`config.mk`:
```
export PLATFORM = sky130hd
export DESIGN_NAME = ptf_ram
export DESIGN_NICKNAME = d
export VERILOG_FILES = /design/src/rtl/ptf_ram.sv
export SDC_FILE = /design/constraint.sdc
export NUM_CORES = 1
export LEC_CHECK = 0
export BUFFER_PORTS_ARGS = -buffer_cell sky130_fd_sc_hd__buf_2
export CAP_MARGIN = 20
export CELL_PAD_IN_SITES_DETAIL_PLACEMENT = 1
export CELL_PAD_IN_SITES_GLOBAL_PLACEMENT = 2
export CORE_MARGIN = 4
export CORE_UTILIZATION = 40
export CTS_CLUSTER_SIZE = 30
export DETAILED_ROUTE_END_ITERATION = 7
export HOLD_SLACK_MARGIN = 0.05
export PLACE_DENSITY_LB_ADDON = 0.25
export SYNTH_ARGS = -nofsm -noshare
export SYNTH_HDL_FRONTEND = slang
export SYNTH_SLANG_ARGS = --single-unit
```
`constraint.sdc`:
```
create_clock -name clock -period 1.7 [get_ports clock]
set_input_delay 0.255 -clock clock [delete_from_list [all_inputs] [get_ports clock]]
set_output_delay 0.255 -clock clock [all_outputs]
set_load 0.01 [all_outputs]
```
`src/rtl/ptf_ram.sv`:
```
// Generic single-port-write, single-port-read RAM with registered read data.
`default_nettype none

module ptf_ram #(
   parameter int WIDTH = 8,
   parameter int DEPTH = 16,
   localparam int AW = (DEPTH > 1) ? $clog2(DEPTH) : 1
) (
   input  wire logic             clock,
   input  wire logic             wr_en,
   input  wire logic [AW-1:0]    wr_addr,
   input  wire logic [WIDTH-1:0] wr_data,
   input  wire logic [AW-1:0]    rd_addr,
   output logic      [WIDTH-1:0] rd_data
);

   logic [WIDTH-1:0] mem_ff [DEPTH];
   logic [WIDTH-1:0] rd_data_ff;

   always_ff @(posedge clock) begin
      if (wr_en) begin
         mem_ff[wr_addr] <= wr_data;
      end
      rd_data_ff <= mem_ff[rd_addr];
   end

   assign rd_data = rd_data_ff;

endmodule

`default_nettype wire

```
==> results.py, run 1 <==
metrics = {
    "timing": {
        "worstMarginPinSlew_ps": 757.2,
        "setup_viol": 0,
        "post-route-min-period_ps": 1298,
        "drv_slew": 0,
        "fin_skew_ps": 5.649,
        "setup_tns_ps": 0,
        "hold_viol_final": 0,
        "period_share_pct": 76.33,
        "rsz0062_at_grt": "no",
        "timing.slew.headroom_pct": 49.33,
        "fmax_ghz": 0.7707,
    },
    "worst_setup_path": {
        "end_kind": "flip-flop",
        "cp.required_ps": 1980,
        "critical_path_class": "reg2reg",
        "critPathMaxStageDelay_ps": 470,
        "slowest_stage": "mux4_2",
        "cp.arrival_ps": 1570,
        "crit_path_cell_trace": "mux4_2, a22oi_1, nand2_1",
        "cp_max_fo": 1,
        "cp-start-kind": "flip-flop",
    },
    "clock_network": {
        "numClockSinks": 136,
        "clk_pin_slew_ps": 60,
        "postCtsSetupBuffers": 0,
        "clk_path_buf_depth": 2,
        "ctsResizeCount": 0,
        "postCtsHoldBufs": 0,
        "cts_tree": "done",
        "cts_max_level": 4,
        "root_buffer": "clkbuf_16",
        "worst_skew_pair.late_latency_ps": 400,
        "cts_buffers": 17,
    },
    "floorplanning": {
        "coreArea_um2": 12620,
        "die_area_um2": 14750,
        "rows": 41,
        "start_util_pct": 40.79,
        "pin_count": 26,
        "die_height_um": 121.4,
        "die_w_um": 121.4,
    },
    "synthesis": {
        "synth_cell_types": 19,
        "yosysTopAreaCell": "edfxtp_1",
        "yosys_register_bits": 136,
        "netlist_instances": 229,
        "syn_area_per_cell_um2": 22.48,
        "syn_area_um2": 5147,
        "synth_top_area_share_pct": 74.67,
        "ys_warn_count": 0,
        "synth.net_count": 247,
        "synth.top_cells.by_area": "edfxtp_1 75%, mux4_2 7.9%, mux4_1 7.1%, dfxtp_1 3.1%, a22oi_1 2.3%",
        "synth-seq-area-share_pct": 77.78,
    },
    "detailed_routing": {
        "wirelength_um": 10030,
        "first_pass_iters": 4,
        "vias": 2426,
        "drtAntennaViolNets": 0,
        "routed_via_density": 5.184,
        "wl_per_cell_um": 21.44,
        "drc": 0,
        "first_iter_violations": 159,
    },
    "global_routing": {
        "grt_first_pass_wirelength_um": 15510,
        "grt_start_max_net_pins": 21,
        "track_usage_pct": 14.96,
        "grt_antenna_before_repair": 0,
        "overflow": 0,
        "grt_pass1_vias": 2607,
    },
    "pwr": {
        "p_leak_uw": 0.002101,
        "p_per_area_nw_per_um2": 1239,
        "peakVddDrop_mv": 0.6806,
    },
    "place": {
        "hpwl_um": 6323,
        "globalplace.congestion": 0.6691,
        "io_buffers": 25,
        "placed_cell_area_um2": 5594,
    },
    "run": {
        "cap_violations": 0,
    },
    "layout": {
        "area.growth.synth_to_final_pct": 20.08,
        "finalInstanceArea_um2": 6181,
        "antenna_cells": 0,
        "nets": 301,
        "drive_above_1_share_pct": 31.76,
    },
    "status": {
        "outcome": "finished, final reports clean",
    },
    "worst_hold_path": {
        "min_path_type": "in2reg",
    },
}
==> routing by layer <==
layer	vias to the layer above	global-route usage (%)	part of all wire, %
met2	48	24.39	51
met5	-	0	0
li1	1079	-	-
met1	1286	19.57	43
met3	13	3.170	3.5
met4	0	6.232	1.5
==> sequential cells by signal (all words and copies together), names as in the netlist <==
| name | cells |
|---|---|
| rd_data | 8 |
| mem_ff | 128 |
==> power breakdown <==
group	total (uW)	leakage (uW)	switching (uW)	internal, uW
Clock	3530	0.000286	1220	2300
Sequential	3770	0.00122	21.9	3750
Combinational	358	0.000591	203	156
Total	7660	0.00210	1450	6210
==> worst max-delay path, delay by kind of cell, from the launching register on <==
| family | cells | cell delay (ps) |
|---|---|---|
| multiplexers | 1 | 470 |
| flip-flops | 1 | 350 |
| AO/OA/AOI/OAI | 1 | 280 |
| AND/OR/NAND/NOR | 1 | 80 |
==> cell families (layout without fill, tap and decap cells) <==
kind of cell	after synthesis	after routing	share of synthesized area (%)
AOI/OAI and AO/OA	16	16	2.334
buffers and inverters	10	77	1.677
muxes	32	32	15.02
DFF	136	136	77.78
and+or+nand+nor	35	35	3.184
==> layout by cell type, fill, tap and decap left out, drive strengths merged <==
cell type  Yosys  final
edfxtp       128    128
nand3          1      1
bufinv         0      2
buf            7     45
nor2          13     13
clkinvlp       0      2
a22oi         16     16
nand2          9      9
nor2b          1      1
and2           1      1
nand3b         2      2
dfxtp          8      8
nor3           4      4
clkinv         0      4
and2b          1      1
clkbuf         0     24
mux4          32     32
nand2b         2      2
or3b           1      1
==> path summary, 6_finish.rpt <==
| path | slack (ps) | end | start | cells after the start |
|---|---|---|---|---|
| worst min register to register | 690 | rd_data[6] | mem_ff[7][6] | 3 |
| worst max-delay path | 400 | rd_data[6] | mem_ff[11][6] | 3 |
| worst min-delay path | 240 | mem_ff[7][5] | wr_data[5] | 1 |
| worst max register to register | 400 | rd_data[6] | mem_ff[11][6] | 3 |
==> cells in the mapped netlist, drive strengths merged <==
cell           number
edfxtp            128
mux4               32
a22oi              16
nor2               13
nand2               9
dfxtp               8
buf                 7
nor3                4
clkdlybuf4s25       3
nand2b              2
nand3b              2
and2                1
and2b               1
nand3               1
nor2b               1
or3b                1
==> metrics by stage <==
stage / total power, uW / cells / hold slack (ps) / util (%) / setup slack [ps]
floorplan: 4035 / 229 / 353.9 / - / 178.9
global placement: 4196 / 436 / 645.3 / 44.33 / 17.32
detailed placement: 4206 / 436 / 647.3 / 44.33 / 12.78
CTS: 7760 / 468 / 230.8 / 48.98 / 343.0
global route: 7946 / 468 / 239.0 / 48.98 / 270.3
finish: 7659 / 468 / 240.0 / 48.98 / 402.5
==> cell type report <==
| class | count | area [um^2] |
|---|---|---|
| Clock inverter | 8 | 95.09 |
| Clock buffer | 24 | 491.7 |
| Multi-Input combinational cell | 83 | 1062 |
| Timing Repair Buffer | 45 | 312.8 |
| Tap cell | 172 | 215.2 |
| Sequential cell | 136 | 4004 |
| Fill cell | 1173 | 6439 |
(Power assumes the default switching activity.)
==> run 2: changes to the inputs <==
==> constraint.sdc (replaced) <==
create_clock -name clock -period 1.1 [get_ports clock]
set_input_delay 0.165 -clock clock [delete_from_list [all_inputs] [get_ports clock]]
set_output_delay 0.165 -clock clock [all_outputs]
set_load 0.01 [all_outputs]
==> results.py, run 2 (synthesized netlist as in run 1, its figures left out) <==
metrics = {
    "pwr": {
        "switching_share_pct": 19.54,
        "peakVddDrop_mv": 1.108,
        "power_frac_comb_pct": 6.0,
        "seqPwrFrac_pct": 50.0,
        "p_leak_uw": 0.002156,
        "totalPowerFinal_uw": 11680,
        "p_per_area_nw_per_um2": 1803,
        "pwr-share-clk_pct": 44.0,
        "internal_power_uw": 9398,
        "power_switching_uw": 2282,
    },
    "worst_setup_path": {
        "cp.required_ps": 1380,
        "crit_path_cell_trace": "mux4_2, a22oi_2, nand2_1",
        "crit_path_start": "mem_ff[3][3]",
        "cp_max_fo": 1,
        "critical_path_class": "reg2reg",
        "path_delay_family": "multiplexers",
        "cp_num_buf_inv": 0,
        "cp.arrival_ps": 1600,
        "cp-start-kind": "flip-flop",
        "critPathMaxStageDelay_ps": 490,
        "slowest_stage": "mux4_2",
        "end_kind": "flip-flop",
        "r2r_start": "mem_ff[3][3]",
    },
    "floorplanning": {
        "die_height_um": 121.4,
        "coreArea_um2": 12620,
        "pin_count": 26,
        "start_util_pct": 40.79,
        "die_w_um": 121.4,
        "rows": 41,
        "die_area_um2": 14750,
    },
    "status": {
        "failed_checks": "negative setup slack",
        "outcome": "complete, but fails checks",
    },
    "timing": {
        "hold_viol_final": 0,
        "worstMarginPinSlew_ps": 975.0,
        "period_share_pct": 119.8,
        "post-route-min-period_ps": 1318,
        "fmax_ghz": 0.7587,
        "setup_viol": 8,
        "timing.slew.headroom_pct": 34.87,
        "fin_ws_ps": -218.1,
        "drv_slew": 0,
        "fin_skew_ps": 5.844,
        "rsz0062_at_grt": "yes",
        "hold_slack_ps": 138.3,
    },
    "clock_network": {
        "cts_buffers": 17,
        "cts_max_level": 4,
        "cts_tree": "done",
        "numClockSinks": 136,
        "root_buffer": "clkbuf_16",
        "worst_skew_pair.late_latency_ps": 410,
        "postCtsSetupBuffers": 0,
        "clk_path_buf_depth": 2,
        "clk_pin_slew_ps": 50,
    },
    "detailed_routing": {
        "first_iter_violations": 197,
        "wl_per_cell_um": 24.44,
        "drc": 0,
        "first_pass_iters": 4,
        "wirelength_um": 11780,
        "vias": 2519,
        "drtAntennaViolNets": 0,
        "routed_via_density": 5.226,
    },
    "worst_hold_path": {
        "worstHoldStart": "wr_data[5]",
        "min_path_type": "in2reg",
    },
    "place": {
        "io_buffers": 25,
        "globalplace.congestion": 0.7035,
        "hpwl_um": 7577,
        "dp_slack_ps": -494.2,
    },
    "global_routing": {
        "grt_start_max_net_pins": 19,
        "overflow": 0,
        "grt_pass1_vias": 2817,
        "grt_antenna_before_repair": 0,
        "grt_first_pass_wirelength_um": 18090,
        "track_usage_pct": 17.82,
    },
    "layout": {
        "layout_common_cells": "128 x edfxtp_1, 32 x mux4_2, 24 x buf_2, 19 x buf_4, 18 x buf_12",
        "nets": 318,
        "layout_commonest_cell": "edfxtp_1",
        "top_register": "mem_ff",
        "area.growth.synth_to_final_pct": 25.81,
        "largest_reg_flops": 128,
        "drive_above_1_share_pct": 44.19,
        "antenna_cells": 0,
    },
    "run": {
        "cap_violations": 0,
    },
}
-- run 2: power groups by stage --
stage,registers (uW),logic [uW],clock network [uW]
finish,5840,696,5140
floorplan,5940,332,0
global route,5850,757,5480
CTS,5840,714,5260
detailed placement,5940,701,0
global placement,5940,682,0
-- run 2: cell type report --
| type | instances | area, um^2 |
|---|---|---|
| clock buffer | 23 | 447.9 |
| clock inverter | 6 | 77.57 |
| fill | 1148 | 6143 |
| multi-input combinational | 83 | 1094 |
| sequential | 136 | 4008 |
| tap | 172 | 215.2 |
| timing repair buffer | 62 | 634.4 |
-- run 2: worst paths after layout --
path	endpoint	slack [ps]	cells after the start
max reg2reg	rd_data[3]	-220	3
min reg2reg	rd_data[2]	660	3
max	rd_data[3]	-220	3
min	mem_ff[2][5]	140	1
-- run 2: layer usage --
layer	up-vias	global-route usage, %	wire, um
met4	0	5.672	152
met3	12	5.734	776
met5	-	0	0
met2	92	27.67	5838
met1	1309	24.08	5011
li1	1106	-	-
-- run 2: metrics by stage --
stage / util, % / instance area, um^2 / setup TNS, ps / instances
finish: 51.32 / 6476 / -1229 / 482
global route: 51.32 / 6476 / -1643 / 482
CTS: 51.34 / 6479 / -1320 / 482
detailed placement: 47.03 / 5934 / -28500 / 455
global placement: 47.03 / 5934 / -25540 / 455
floorplan: - / 5196 / -5031 / 229
-- run 2: repair_timing --
item	4_1_cts	5_1_grt
gates resized for setup	8	2
hold endpoints to repair	0	0
pin swaps	4	2
hold buffers	0	0
endpoints found under the setup margin	10	9
-- run 2: worst register-to-register path: stages, from the launching register on --
cell and delay [ps]:
edfxtp_1 380, mux4_2 490, a22oi_2 240, nand2_1 100
